**src/design/rtbc_pkg.sv**
```systemverilog
// Shared types, constants and timeout word helpers for the timing budget calculator.
`timescale 1ns / 1ps

package rtbc_pkg;

  // Macro period: (K1 * pclks * K2 + 500) / 1000 ns
  localparam int unsigned MACRO_K1  = 2304;
  localparam int unsigned MACRO_K2  = 1655;
  localparam int unsigned MACRO_K   = MACRO_K1 * MACRO_K2;
  localparam int unsigned MACRO_RND = 500;
  localparam int unsigned NS_PER_US = 1000;

  // Divide by 1000 as a reciprocal multiply, exact for every 32-bit dividend:
  // x / 1000 == (x * RECIP_1000) >> RECIP_SHIFT
  localparam int unsigned        RECIP_W     = 29;
  localparam logic [RECIP_W-1:0] RECIP_1000  = 29'd274877907;
  localparam int unsigned        RECIP_SHIFT = 38;

  // Step overheads in microseconds
  localparam int unsigned GET_START_OH  = 1910;
  localparam int unsigned SET_START_OH  = 1320;
  localparam int unsigned END_OH        = 960;
  localparam int unsigned MSRC_OH       = 660;
  localparam int unsigned TCC_OH        = 590;
  localparam int unsigned DSS_OH        = 690;
  localparam int unsigned PRE_OH        = 660;
  localparam int unsigned FINAL_OH      = 550;
  localparam int unsigned MIN_BUDGET_US = 20000;
  localparam logic [31:0] MANT_OVER_MASK = 32'hFFFF_FF00;

  // Sequence enable bit positions
  localparam int unsigned SEQ_MSRC  = 2;
  localparam int unsigned SEQ_DSS   = 3;
  localparam int unsigned SEQ_TCC   = 4;
  localparam int unsigned SEQ_PRE   = 6;
  localparam int unsigned SEQ_FINAL = 7;

  // Datapath widths
  localparam int unsigned MP_W      = 20;  // macro period in ns, max 968532
  localparam int unsigned MUL_B_W   = 22;  // widest second multiplier operand
  localparam int unsigned DIV_W     = 32;
  localparam int unsigned DIV_CNT_W = $clog2(DIV_W);

  typedef struct packed {
    logic [7:0]  seq_enables;
    logic [7:0]  msrc_timeout_raw;
    logic [7:0]  pre_vcsel_raw;
    logic [15:0] pre_timeout_raw;
    logic [7:0]  final_vcsel_raw;
    logic [15:0] final_timeout_raw;
    logic [31:0] requested_budget_us;
  } in_req_t;

  typedef struct packed {
    logic [31:0] current_budget_us;
    logic [15:0] new_final_timeout;
    logic        timeout_written;
    logic [1:0]  fit_status;
  } out_res_t;

  typedef enum logic [1:0] {
    STAT_OK  = 2'd0,
    STAT_LOW = 2'd1,
    STAT_BIG = 2'd2
  } stat_t;

  // Which quantity the shared multiply/divide pass computes
  typedef enum logic [2:0] {
    MSEL_PRE_MP,
    MSEL_FIN_MP,
    MSEL_MSRC_US,
    MSEL_PRE_US,
    MSEL_FIN_US,
    MSEL_REQ
  } msel_t;

  typedef struct packed {
    logic  load;
    logic  mul_en;
    logic  div_start;
    logic  div_step;
    logic  wb_en;
    logic  sum1;
    logic  sum2;
    logic  finish;
    msel_t sel;
  } dp_cmd_t;

  typedef struct packed {
    logic div_last;
  } dp_stat_t;

  // Period register to pclks, wrapping at 8 bits
  function automatic logic [7:0] vcsel_pclks(logic [7:0] raw);
    return {raw[6:0] + 7'd1, 1'b0};
  endfunction

  // Mantissa-exponent timeout word to macro periods, 16-bit wrap
  function automatic logic [15:0] decode_word(logic [15:0] w);
    logic [15:0] m;
    m = '0;
    if (w[15:8] < 8'd16) begin
      m = 16'(w[7:0]) << w[11:8];
    end
    return m + 16'd1;
  endfunction

  // Macro periods to mantissa-exponent word; at most eight shifts
  function automatic logic [15:0] encode_word(logic [15:0] m);
    logic [15:0] ls;
    logic [7:0]  ms;
    ls = m - 16'd1;
    ms = '0;
    for (int i = 0; i < 8; i++) begin
      if ((ls & MANT_OVER_MASK[15:0]) != '0) begin
        ls = ls >> 1;
        ms = ms + 8'd1;
      end
    end
    if (m == '0) begin
      return '0;
    end
    return {ms, ls[7:0]};
  endfunction

endpackage

```
**src/design/rtbc_datapath.sv**
```systemverilog
// Datapath: operand registers, shared multiplier, reciprocal divide, serial divider, sums, result.
`timescale 1ns / 1ps

module rtbc_datapath (
  input  logic              clk,
  input  logic              rst_n,
  input  rtbc_pkg::dp_cmd_t cmd,
  input  rtbc_pkg::in_req_t in_req,
  output rtbc_pkg::dp_stat_t stat,
  output logic              out_valid,
  output rtbc_pkg::out_res_t out_res
);

  localparam int unsigned MP_W  = rtbc_pkg::MP_W;
  localparam int unsigned MB_W  = rtbc_pkg::MUL_B_W;
  localparam int unsigned DIV_W = rtbc_pkg::DIV_W;
  localparam int unsigned CNT_W = rtbc_pkg::DIV_CNT_W;
  localparam int unsigned RC_W  = rtbc_pkg::RECIP_W;

  rtbc_pkg::in_req_t  in_r;
  logic [15:0]        pre_mclks_r;
  logic [15:0]        fin_mclks_r;
  logic [MP_W-1:0]    pre_mp_r;
  logic [MP_W-1:0]    fin_mp_r;
  logic [31:0]        msrc_us_r;
  logic [31:0]        pre_us_r;
  logic [31:0]        fin_us_r;
  logic [31:0]        num_r;
  logic [DIV_W-1:0]   rem_r;
  logic [DIV_W-1:0]   quo_r;
  logic [DIV_W-1:0]   dsr_r;
  logic [CNT_W-1:0]   cnt_r;
  logic [31:0]        steps_r;
  logic [31:0]        cur_r;
  logic [31:0]        diff_r;
  logic               ovr_r;
  logic               out_valid_r;
  rtbc_pkg::out_res_t out_res_r;

  logic               en_tcc, en_dss, en_msrc, en_pre, en_fin;
  logic [31:0]        mul_a;
  logic [MB_W-1:0]    mul_b;
  logic [31:0]        mul_add;
  logic [31+MB_W:0]   mul_full;
  logic [31:0]        num_nxt;
  logic [31+RC_W:0]   rcp_full;
  logic [31:0]        quo_k;
  logic [DIV_W:0]     trial;
  logic               trial_ge;
  logic [DIV_W-1:0]   rem_nxt;
  logic [15:0]        pre_dec, fin_dec;
  logic [31:0]        t_tcc, t_dm, t_pre, t_fin, used;
  logic [15:0]        m_req;
  rtbc_pkg::out_res_t res_nxt;

  assign en_tcc  = in_r.seq_enables[rtbc_pkg::SEQ_TCC];
  assign en_dss  = in_r.seq_enables[rtbc_pkg::SEQ_DSS];
  assign en_msrc = in_r.seq_enables[rtbc_pkg::SEQ_MSRC];
  assign en_pre  = in_r.seq_enables[rtbc_pkg::SEQ_PRE];
  assign en_fin  = in_r.seq_enables[rtbc_pkg::SEQ_FINAL];

  // Decode timeout words straight from the incoming request
  assign pre_dec = rtbc_pkg::decode_word(in_req.pre_timeout_raw);
  assign fin_dec = rtbc_pkg::decode_word(in_req.final_timeout_raw);

  // Select multiplier operands for the current pass
  always_comb begin
    mul_a   = '0;
    mul_b   = '0;
    mul_add = '0;
    unique case (cmd.sel)
      rtbc_pkg::MSEL_PRE_MP: begin
        mul_a   = 32'(rtbc_pkg::vcsel_pclks(in_r.pre_vcsel_raw));
        mul_b   = MB_W'(rtbc_pkg::MACRO_K);
        mul_add = 32'(rtbc_pkg::MACRO_RND);
      end
      rtbc_pkg::MSEL_FIN_MP: begin
        mul_a   = 32'(rtbc_pkg::vcsel_pclks(in_r.final_vcsel_raw));
        mul_b   = MB_W'(rtbc_pkg::MACRO_K);
        mul_add = 32'(rtbc_pkg::MACRO_RND);
      end
      rtbc_pkg::MSEL_MSRC_US: begin
        mul_a   = 32'({1'b0, in_r.msrc_timeout_raw} + 9'd1);
        mul_b   = MB_W'(pre_mp_r);
        mul_add = 32'(pre_mp_r >> 1);
      end
      rtbc_pkg::MSEL_PRE_US: begin
        mul_a   = 32'(pre_mclks_r);
        mul_b   = MB_W'(pre_mp_r);
        mul_add = 32'(pre_mp_r >> 1);
      end
      rtbc_pkg::MSEL_FIN_US: begin
        mul_a   = 32'(fin_mclks_r);
        mul_b   = MB_W'(fin_mp_r);
        mul_add = 32'(fin_mp_r >> 1);
      end
      rtbc_pkg::MSEL_REQ: begin
        mul_a   = diff_r;
        mul_b   = MB_W'(rtbc_pkg::NS_PER_US);
        mul_add = 32'(fin_mp_r >> 1);
      end
      default: begin
      end
    endcase
  end

  assign mul_full = (32 + MB_W)'(mul_a) * (32 + MB_W)'(mul_b);
  assign num_nxt  = mul_full[31:0] + mul_add;

  // Divide the held product by 1000 with the reciprocal multiply
  assign rcp_full = (32 + RC_W)'(num_r) * (32 + RC_W)'(rtbc_pkg::RECIP_1000);
  assign quo_k    = 32'(rcp_full[31+RC_W:rtbc_pkg::RECIP_SHIFT]);

  // One restoring divide step: shift in next dividend bit, trial subtract
  assign trial    = {rem_r, quo_r[DIV_W-1]};
  assign trial_ge = trial >= {1'b0, dsr_r};
  assign rem_nxt  = trial_ge ? DIV_W'(trial - {1'b0, dsr_r}) : trial[DIV_W-1:0];

  assign stat.div_last = (cnt_r == '1);

  // Step terms for the budget sums; the final-range term counts only in the current budget
  assign t_tcc = en_tcc ? msrc_us_r + 32'(rtbc_pkg::TCC_OH) : '0;
  assign t_dm  = en_dss  ? (msrc_us_r + 32'(rtbc_pkg::DSS_OH)) << 1 :
                 en_msrc ? msrc_us_r + 32'(rtbc_pkg::MSRC_OH) : '0;
  assign t_pre = en_pre ? pre_us_r + 32'(rtbc_pkg::PRE_OH) : '0;
  assign t_fin = en_fin ? fin_us_r + 32'(rtbc_pkg::FINAL_OH) : '0;
  assign used  = steps_r + 32'(rtbc_pkg::SET_START_OH + rtbc_pkg::END_OH
                               + rtbc_pkg::FINAL_OH);

  // Build the result from the last quotient
  assign m_req = quo_r[15:0] + (en_pre ? pre_mclks_r : 16'd0);

  always_comb begin
    res_nxt                   = '0;
    res_nxt.current_budget_us = cur_r;
    if (in_r.requested_budget_us < 32'(rtbc_pkg::MIN_BUDGET_US)) begin
      res_nxt.fit_status = rtbc_pkg::STAT_LOW;
    end else if (en_fin) begin
      if (ovr_r) begin
        res_nxt.fit_status = rtbc_pkg::STAT_BIG;
      end else begin
        res_nxt.new_final_timeout = rtbc_pkg::encode_word(m_req);
        res_nxt.timeout_written   = 1'b1;
        res_nxt.fit_status        = rtbc_pkg::STAT_OK;
      end
    end
  end

  // Hold operands and intermediate results
  always_ff @(posedge clk) begin
    if (cmd.load) begin
      in_r        <= in_req;
      pre_mclks_r <= pre_dec;
      fin_mclks_r <= fin_dec - (in_req.seq_enables[rtbc_pkg::SEQ_PRE] ? pre_dec : 16'd0);
    end
    if (cmd.mul_en) begin
      num_r <= num_nxt;
    end
    // only the requested-budget pass divides; a zero period gives all ones
    if (cmd.div_start) begin
      rem_r <= '0;
      quo_r <= num_r;
      dsr_r <= DIV_W'(fin_mp_r);
      cnt_r <= '0;
    end else if (cmd.div_step) begin
      rem_r <= rem_nxt;
      quo_r <= {quo_r[DIV_W-2:0], trial_ge};
      cnt_r <= cnt_r + CNT_W'(1);
    end
    if (cmd.wb_en) begin
      unique case (cmd.sel)
        rtbc_pkg::MSEL_PRE_MP:  pre_mp_r  <= quo_k[MP_W-1:0];
        rtbc_pkg::MSEL_FIN_MP:  fin_mp_r  <= quo_k[MP_W-1:0];
        rtbc_pkg::MSEL_MSRC_US: msrc_us_r <= quo_k;
        rtbc_pkg::MSEL_PRE_US:  pre_us_r  <= quo_k;
        rtbc_pkg::MSEL_FIN_US:  fin_us_r  <= quo_k;
        default: begin
        end
      endcase
    end
    if (cmd.sum1) begin
      steps_r <= t_tcc + t_dm + t_pre;
    end
    if (cmd.sum2) begin
      cur_r  <= steps_r + t_fin + 32'(rtbc_pkg::GET_START_OH + rtbc_pkg::END_OH);
      ovr_r  <= used > in_r.requested_budget_us;
      diff_r <= in_r.requested_budget_us - used;
    end
    if (cmd.finish) begin
      out_res_r <= res_nxt;
    end
  end

  // Strobe the result for one cycle
  always_ff @(posedge clk) begin
    if (!rst_n) begin
      out_valid_r <= 1'b0;
    end else begin
      out_valid_r <= cmd.finish;
    end
  end

  assign out_valid = out_valid_r;
  assign out_res   = out_res_r;

  a_written_ok: assert property (@(posedge clk) disable iff (!rst_n)
    out_valid_r && out_res_r.timeout_written |-> out_res_r.fit_status == rtbc_pkg::STAT_OK)
    else $error("timeout written with error status");

  a_err_zero_word: assert property (@(posedge clk) disable iff (!rst_n)
    out_valid_r && out_res_r.fit_status != rtbc_pkg::STAT_OK |->
      out_res_r.new_final_timeout == '0 && !out_res_r.timeout_written)
    else $error("error result carries a timeout word");

  a_div_wrap: assert property (@(posedge clk) disable iff (!rst_n)
    cmd.div_step && !cmd.div_start && stat.div_last |=> cnt_r == '0)
    else $error("divider step count did not wrap after last step");

endmodule

```
**src/design/rtbc_ctrl.sv**
```systemverilog
// Controller: sequences the multiply/divide passes, the sums and the result.
`timescale 1ns / 1ps

module rtbc_ctrl (
  input  logic               clk,
  input  logic               rst_n,
  input  logic               start,
  output logic               busy,
  input  rtbc_pkg::dp_stat_t stat,
  output rtbc_pkg::dp_cmd_t  cmd
);

  typedef enum logic [2:0] {
    S_IDLE,
    S_MUL,
    S_DIVL,
    S_DIV,
    S_WB,
    S_SUM1,
    S_SUM2,
    S_DONE
  } state_t;

  state_t              state_r;
  rtbc_pkg::msel_t     sel_r;
  logic                busy_r;

  // Decode datapath commands from the state
  always_comb begin
    cmd     = '0;
    cmd.sel = sel_r;
    unique case (state_r)
      S_IDLE: cmd.load      = start && !busy_r;
      S_MUL:  cmd.mul_en    = 1'b1;
      S_DIVL: cmd.div_start = 1'b1;
      S_DIV:  cmd.div_step  = 1'b1;
      S_WB:   cmd.wb_en     = 1'b1;
      S_SUM1: cmd.sum1      = 1'b1;
      S_SUM2: cmd.sum2      = 1'b1;
      S_DONE: cmd.finish    = 1'b1;
      default: begin
      end
    endcase
  end

  // Advance through the passes
  always_ff @(posedge clk) begin
    if (!rst_n) begin
      state_r <= S_IDLE;
      sel_r   <= rtbc_pkg::MSEL_PRE_MP;
      busy_r  <= 1'b0;
    end else begin
      unique case (state_r)
        S_IDLE: begin
          if (start && !busy_r) begin
            state_r <= S_MUL;
            sel_r   <= rtbc_pkg::MSEL_PRE_MP;
            busy_r  <= 1'b1;
          end
        end
        // only the requested-budget pass needs the serial divider
        S_MUL: begin
          priority if (sel_r == rtbc_pkg::MSEL_REQ) begin
            state_r <= S_DIVL;
          end else begin
            state_r <= S_WB;
          end
        end
        S_DIVL: state_r <= S_DIV;
        S_DIV: begin
          if (stat.div_last) begin
            state_r <= S_WB;
          end
        end
        S_WB: begin
          priority if (sel_r == rtbc_pkg::MSEL_FIN_US) begin
            state_r <= S_SUM1;
          end else if (sel_r == rtbc_pkg::MSEL_REQ) begin
            state_r <= S_DONE;
          end else begin
            sel_r   <= rtbc_pkg::msel_t'(sel_r + 3'd1);
            state_r <= S_MUL;
          end
        end
        S_SUM1: state_r <= S_SUM2;
        S_SUM2: begin
          sel_r   <= rtbc_pkg::MSEL_REQ;
          state_r <= S_MUL;
        end
        S_DONE: begin
          state_r <= S_IDLE;
          busy_r  <= 1'b0;
        end
        default: begin
          state_r <= S_IDLE;
          busy_r  <= 1'b0;
        end
      endcase
    end
  end

  assign busy = busy_r;

  a_accept_starts: assert property (@(posedge clk) disable iff (!rst_n)
    start && !busy_r |=> state_r == S_MUL && sel_r == rtbc_pkg::MSEL_PRE_MP && busy_r)
    else $error("accepted request did not start the first pass");

  a_req_done: assert property (@(posedge clk) disable iff (!rst_n)
    state_r == S_WB && sel_r == rtbc_pkg::MSEL_REQ |=> state_r == S_DONE)
    else $error("last pass did not lead to result");

  a_finish_idle: assert property (@(posedge clk) disable iff (!rst_n)
    cmd.finish |=> !busy_r && state_r == S_IDLE)
    else $error("block stayed busy after result");

endmodule

```
**src/design/ranging_timing_budget_calc.sv**
```systemverilog
// Top level of the ranging timing budget calculator.
`timescale 1ns / 1ps

// A request is taken when start is high and busy is low. The result appears
// on out_res with out_valid high for exactly one cycle; it cannot be held
// off, so capture it on that strobe. busy is high from the accepting edge
// until the strobe cycle, so no new request is taken while one is in work.
// The work is five passes that divide by 1000 with a reciprocal multiply
// (a multiply and a write-back each), two summing states, one pass through
// the radix-2 divider for the requested budget (a multiply, a load, 32 divide
// steps and a write-back), and a result state.

module ranging_timing_budget_calc (
  input  logic               clk,
  input  logic               rst_n,
  input  logic               start,
  output logic               busy,
  input  rtbc_pkg::in_req_t  in_req,
  output logic               out_valid,
  output rtbc_pkg::out_res_t out_res
);

  rtbc_pkg::dp_cmd_t  cmd;
  rtbc_pkg::dp_stat_t stat;

  rtbc_ctrl u_ctrl (
    .clk   (clk),
    .rst_n (rst_n),
    .start (start),
    .busy  (busy),
    .stat  (stat),
    .cmd   (cmd)
  );

  rtbc_datapath u_datapath (
    .clk       (clk),
    .rst_n     (rst_n),
    .cmd       (cmd),
    .in_req    (in_req),
    .stat      (stat),
    .out_valid (out_valid),
    .out_res   (out_res)
  );

endmodule

```
**config.mk**
```make
export PLATFORM = sky130hd
export DESIGN_NAME = ranging_timing_budget_calc
export DESIGN_NICKNAME = d
export VERILOG_FILES = /design/src/design/rtbc_pkg.sv /design/src/design/rtbc_datapath.sv /design/src/design/rtbc_ctrl.sv /design/src/design/ranging_timing_budget_calc.sv
export SDC_FILE = /design/constraint.sdc
export NUM_CORES = 2
export LEC_CHECK = 0
export ABC_CLOCK_PERIOD_IN_PS = 8360
export BUFFER_PORTS_ARGS = -buffer_cell sky130_fd_sc_hd__buf_2
export CAP_MARGIN = 5
export CORE_MARGIN = 2
export CORE_UTILIZATION = 45
export DETAILED_ROUTE_END_ITERATION = 6
export MAX_ROUTING_LAYER = met4
export REMOVE_ABC_BUFFERS = 1
export SYNTH_ARGS = -nofsm -noshare
export SYNTH_HDL_FRONTEND = slang
export SYNTH_SLANG_ARGS = --single-unit
```
**constraint.sdc**
```tcl
create_clock -name clk -period 8.36 [get_ports clk]
set_input_delay 1.254 -clock clk [delete_from_list [all_inputs] [get_ports clk]]
set_output_delay 1.254 -clock clk [all_outputs]
set_load 0.02 [all_outputs]
```
### Word-level counts from Yosys, hierarchy flattened

Index checks and enable logic that the tools add are counted.

| cells by class | value |
|---|---|
| reductions and logical operators | 29 |
| magnitude comparators | 5 |
| bitwise operators | 1 |
| eq/ne operators | 17 |
| $add $sub $neg | 30 |
| multiplexer cells | 102 |
| multipliers | 2 |
| shift-type cells | 2 |

Operators with widths:

| kind | count |
|---|---|
| $mux 16 | 34 |
| $mux 32 | 8 |
| $mux 8 | 29 |
| $pmux 32 s6 | 1 |
| $reduce_bool 16->1 | 8 |
| $add 23x10->24 const B | 5 |
| $add 32x32->32 | 3 |
| $pmux 22 s4 | 1 |
| $add 32x12->32 const B | 2 |
| $mul 32x29->61 const B | 1 |
| $pmux 19 s3 | 1 |
| $add 8x1->8 const B | 7 |
| $ge 33x20->1 | 1 |
| $add 16x1->16 const B | 2 |
| $add 32x19->32 | 1 |
| $gt 32x32->1 | 1 |
| $lt 32x15->1 const B | 1 |
| $mul 32x22->32 | 1 |
| $shl 8x4->16 | 2 |
| $sub 32x20->32 | 1 |
| $sub 32x32->32 | 1 |
| $mux 3 | 8 |
| $pmux 3 s8 | 1 |
| $eq 3x3->1 const B | 6 |
| other kinds (28) | 62 |

| word-level totals | value |
|---|---|
| flip-flop bits (word level) | 480 |

### Depth between registers and ports, before layout

| depth | value |
|---|---|
| depth in word-level cells | 41 |
| mapped depth | 38 |
| mapped depth without buffers | 35 |

### Modules after synthesis

Synthesis repeated with hierarchy kept, for this count alone.

| unflattened totals | value |
|---|---|
| cells, all modules | 5,538 |
| area total of the unflattened synthesis | 55,776.0 µm² |

By module, submodules not included:

| module | area each (µm²) | seq. area each (µm²) | cells each | instances |
|---|---|---|---|---|
| rtbc_datapath | 55,275.5 | 13,162.6 | 5,474 | 1 |
| rtbc_ctrl | 500.5 | 140.1 | 64 | 1 |

### Worst setup path after synthesis

OpenSTA, ideal clock, no wires.

| timing path | value |
|---|---|
| kind | flip-flop to flip-flop |
| start | reg u_ctrl.sel_r[1] |
| end | reg u_datapath.num_r[28], data pin |
| cell stages (with the launch flop) | 33 |
| data arrival time | 8,699 ps |
| setup slack | -597 ps |
| clock period less this slack | 8,957 ps |
| buffers on the path | 2 |
| path through | dfxtp_1 inv_1 ha_1 clkbuf_1 nor2b_1 clkbuf_1 nand2_1 nand2_1 nand2_1 nor2_1 xnor2_1 a2111oi_0 nor2_1 fa_1 fa_1 fa_1 fa_1 ha_1 inv_1 fa_1 inv_1 fa_1 ha_1 nand3_1 nand2_1 a41oi_1 a21oi_1 a221oi_1 a2111oi_0 nor3_1 o41ai_1 a21oi_1 xnor2_1 |

| between the ends | value |
|---|---|
| cells in the longest elaborated chain, start to end | 5 |
| elaborated cells on any way between the ends | 14 |
| those cells by class | 1 x add/sub; 1 x mul; 5 x eq/ne; 3 x mux; 4 x reduce/logical |

RTL lines:

| element | line | source |
|---|---|---|
| start: declaration | rtbc_ctrl.sv:25 | `rtbc_pkg::msel_t sel_r;` |
| start signal: assignment | rtbc_ctrl.sv:50 | `sel_r <= rtbc_pkg::MSEL_PRE_MP;` |
| start signal: assignment | rtbc_ctrl.sv:57 | `sel_r <= rtbc_pkg::MSEL_PRE_MP;` |
| start signal: assignment | rtbc_ctrl.sv:81 | `sel_r <= rtbc_pkg::msel_t'(sel_r + 3'd1);` |
| $eq 3x2->1 (tied with other cells) | rtbc_datapath.sv:71 | `unique case (cmd.sel)` |
| $reduce_or 2->1 (no line) | n/a |  |
| $pmux 22 s4 | rtbc_datapath.sv:71 |  |
| $mul 32x22->32 | rtbc_datapath.sv:107 | `assign mul_full = (32 + MB_W)'(mul_a) * (32 + MB_W)'(mul_b);` |
| $add 32x19->32 (*) | rtbc_datapath.sv:108 | `assign num_nxt = mul_full[31:0] + mul_add;` |
| net u_datapath.num_nxt[28] | rtbc_datapath.sv:45 | `logic [31:0] num_nxt;` |
| end signal: assignment | rtbc_datapath.sv:157 | `num_r <= num_nxt;` |
| end: declaration | rtbc_datapath.sv:28 | `logic [31:0] num_r;` |

The timed path passes the listed nets; every way through them passes the cells marked *.
A chain may end at the register's enable or synchronous reset.

### Final worst setup path

Same ends and word-level chain as after synthesis.

==> metrics.yaml <==
clk_latency_ns: 0.68
netlist_instances: 5852
drv_cap: 0
fin_crit_sh: 0.9663
nets: 7723
wire_per_inst_um: 20.09
grt_max_degree: 61
grt_util_all_layers: 0.2580
holdCritStartpoint: "u_datapath.cur_r[1]"
min-delay-path-class: "flip-flop to flip-flop"
stdcell_count: 7918
first_pass_iters: 5
hold_path_end: "u_datapath.out_res[20]"
multi_input_area_um2: 38810
drc: 0
cp.arrival_ns: 8.50
grt_pass1_wl_um: 249600
numCtsBuffers: 55
worstPathRequired_ns: 8.78
worst_pin_slew_ns: 1.254
synth_area_per_cell_um2: 9.702
path_max_fanout: 7
die_area_um2: 129000
io_pins: 152
ys_warn_count: 0
cp-end-kind: "flip-flop"
ys_types: 92
grt_pass1_vias: 43190
r2r-end: "u_datapath.num_r[28]"
hold_viol: 0
dominantRegCellSynth: "edfxtp_1"
cpPeakStageDelay_ns: 0.55
synthArstFlopShare: 0
via_count: 41690
ys_seq_area_frac: 0.2359
synth_top_area_frac: 0.2532
r2r_slack_ns: 0.28
slew_headroom: 0.1634
hold_depth: 0
status: "completed"
grt_overflow_total: 0
place_ws_ns: -0.6997
yosysTopAreaCell: "fa_1"
crit_buf_inv: 11
globalplace.congestion: 0.9350
r2r_cells: 36
dieHeight_um: 359.2
synth_area_leaders: "fa_1, edfxtp_1, ha_1"
die_w_um: 359.2
synthesis.area_um2: 56780
clockRootBuffer: "clkbuf_16"
fp.coreArea_um2: 125400
final_common_cell: "inv_1"
tritoncts: "built"
htreeDepth: 2
start_util: 0.4527
clkTransAtPathRegs_ns: 0.06
n_fill_cell: 11470
min_period_ns: 8.078
start_kind: "flip-flop"
final-setup-viol-count: 0
std_cell_rows: 130
dp_hpwl_um: 132800
synth_edf_count: 416
timing.rr.start: "u_ctrl.sel_r[1]"
crit_slowest_cell: "fa_1"
area_growth_syn_to_layout_pct: 12.80
ctsHoldBuffers: 0
port-buffer-count: 141
routed_wl_um: 159100
antenna_found_initial: 5
critPathKind: "flip-flop to flip-flop"
dp.cells: 7802
layout_common_cells: "inv_1, fa_1, ha_1, nand2_1, edfxtp_1"
drv_slew: 0
max_freq_mhz: 123.8
drive_above_1_share: 0.1207
clock_sinks: 461
drt_iter0_markers: 2878
synth_seq_cells: 461
fin_skew_ns: 0.06093
vias_per_cell: 5.265
register_area_um2: 13400
critPathTopFamily: "adder cells"
cp_common_cell: "fa_1"
detail-route-antenna-nets: 0
clockBufferDepth: 3
worst_slack_ns: 0.2821
whs_ns: 0.4177
metal layers:
metal,vias up,GRT usage,share of wire,wire (um)
li1,19750,-,-,-
met2,1158,0.4283,0.48,76280
met3,231,0.02500,0.054,8523
met5,-,-,0,0
met1,20550,0.3341,0.43,68510
met4,0,0.08050,0.036,5785
worst max path at each step:
| stage | depth (start not counted) | start | to |
|---|---|---|---|
| after floorplan | 26 | u_ctrl.sel_r[1] | u_datapath.num_r[28] |
| after global placement | 35 | u_ctrl.sel_r[1] | u_datapath.num_r[28] |
| after detailed placement | 35 | u_ctrl.sel_r[1] | u_datapath.num_r[28] |
| after CTS | 34 | u_ctrl.sel_r[1] | u_datapath.num_r[29] |
| after global routing | 36 | u_ctrl.sel_r[1] | u_datapath.num_r[28] |
| final | 36 | u_ctrl.sel_r[1] | u_datapath.num_r[28] |
flip-flops by register name (all words and copies together), names as in the netlist, 3 cells and up:
name and flops:
u_datapath.diff_r 32, u_datapath.pre_us_r 23, u_datapath.pre_mclks_r 16, u_datapath.fin_mp_r 20
u_datapath.quo_r 32, u_ctrl.state_r 3, u_datapath.dsr_r 20, u_datapath.out_res 46
u_datapath.msrc_us_r 23, u_datapath.cnt_r 5, u_datapath.in_r 54, u_datapath.pre_mp_r 20
u_ctrl.sel_r 3, u_datapath.steps_r 26, u_datapath.cur_r 27, u_datapath.fin_mclks_r 16
u_datapath.rem_r 32, u_datapath.fin_us_r 23, u_datapath.num_r 32
worst reg2reg max path, delay by kind of cell (launching register included):
kind / cells / cell delay [ns]
adders and majority gates: 10 / 4.05
AOI/OAI and AO/OA: 6 / 1.24
buffers and inverters: 11 / 1.09
and+or+nand+nor: 6 / 0.58
DFF: 1 / 0.33
xor gates and xnor gates: 2 / 0.33
muxes: 1 / 0.28
cells by family after synthesis:
logic type                 count (synthesis)  share of synthesized area
and+or+nand+nor                         1484                     0.1193
buffers and inverters                   1375                    0.09159
other                                      1                 0.00006605
muxes                                     83                    0.01573
DFF                                      461                     0.2359
AOI/OAI and AO/OA                        718                    0.08302
xor gates and xnor gates                 330                    0.05091
adders and majority gates               1400                     0.4035
synthesized netlist by cell type (22+ instances only):
master	n
xnor2_1	224
nand2b_1	39
nand3_1	115
mux2_2	38
dfxtp_1	45
nor2_1	366
nor2b_1	42
nand4_1	44
mux2i_1	42
edfxtp_1	416
ha_1	682
nand2_1	577
a22oi_1	42
a21o_1	48
clkbuf_1	148
inv_1	1198
o21a_1	22
or3_1	35
xor2_1	106
and3_1	40
fa_1	718
nor3_1	78
a21oi_1	173
and2_1	80
o21ai_0	174
layout make-up:
cell class | count | share of cell area
clock inverters | 36 | 0.006838
clock buffers | 62 | 0.02239
inverters | 1203 | 0.07051
diodes | 3 | 0.0001172
flip-flops and latches | 461 | 0.2092
multi-input cells | 4023 | 0.6060
well taps | 1650 | 0.03224
repair buffers | 480 | 0.05273
repair_timing:
| action | 4_1_cts | 5_1_grt |
|---|---|---|
| pin swaps | 1 | 61 |
| setup endpoints to repair | 17 | 33 |
| gates resized for setup | 14 | 117 |
| buffers inserted | 1 | 14 |
metrics by stage:
stage	instance area, um2	TNS [ns]	utilization
detailed placement	61490	-2.471	0.4903
global placement	61490	-1.381	0.4903
CTS	63440	0	0.5059
finish	64040	0	0.5107
floorplan	56120	-6.285	-
global route	64040	-0.05784	0.5106
Power is not shown: default switching activity piles up to over one toggle a cycle in this logic, so the estimate is an artifact.
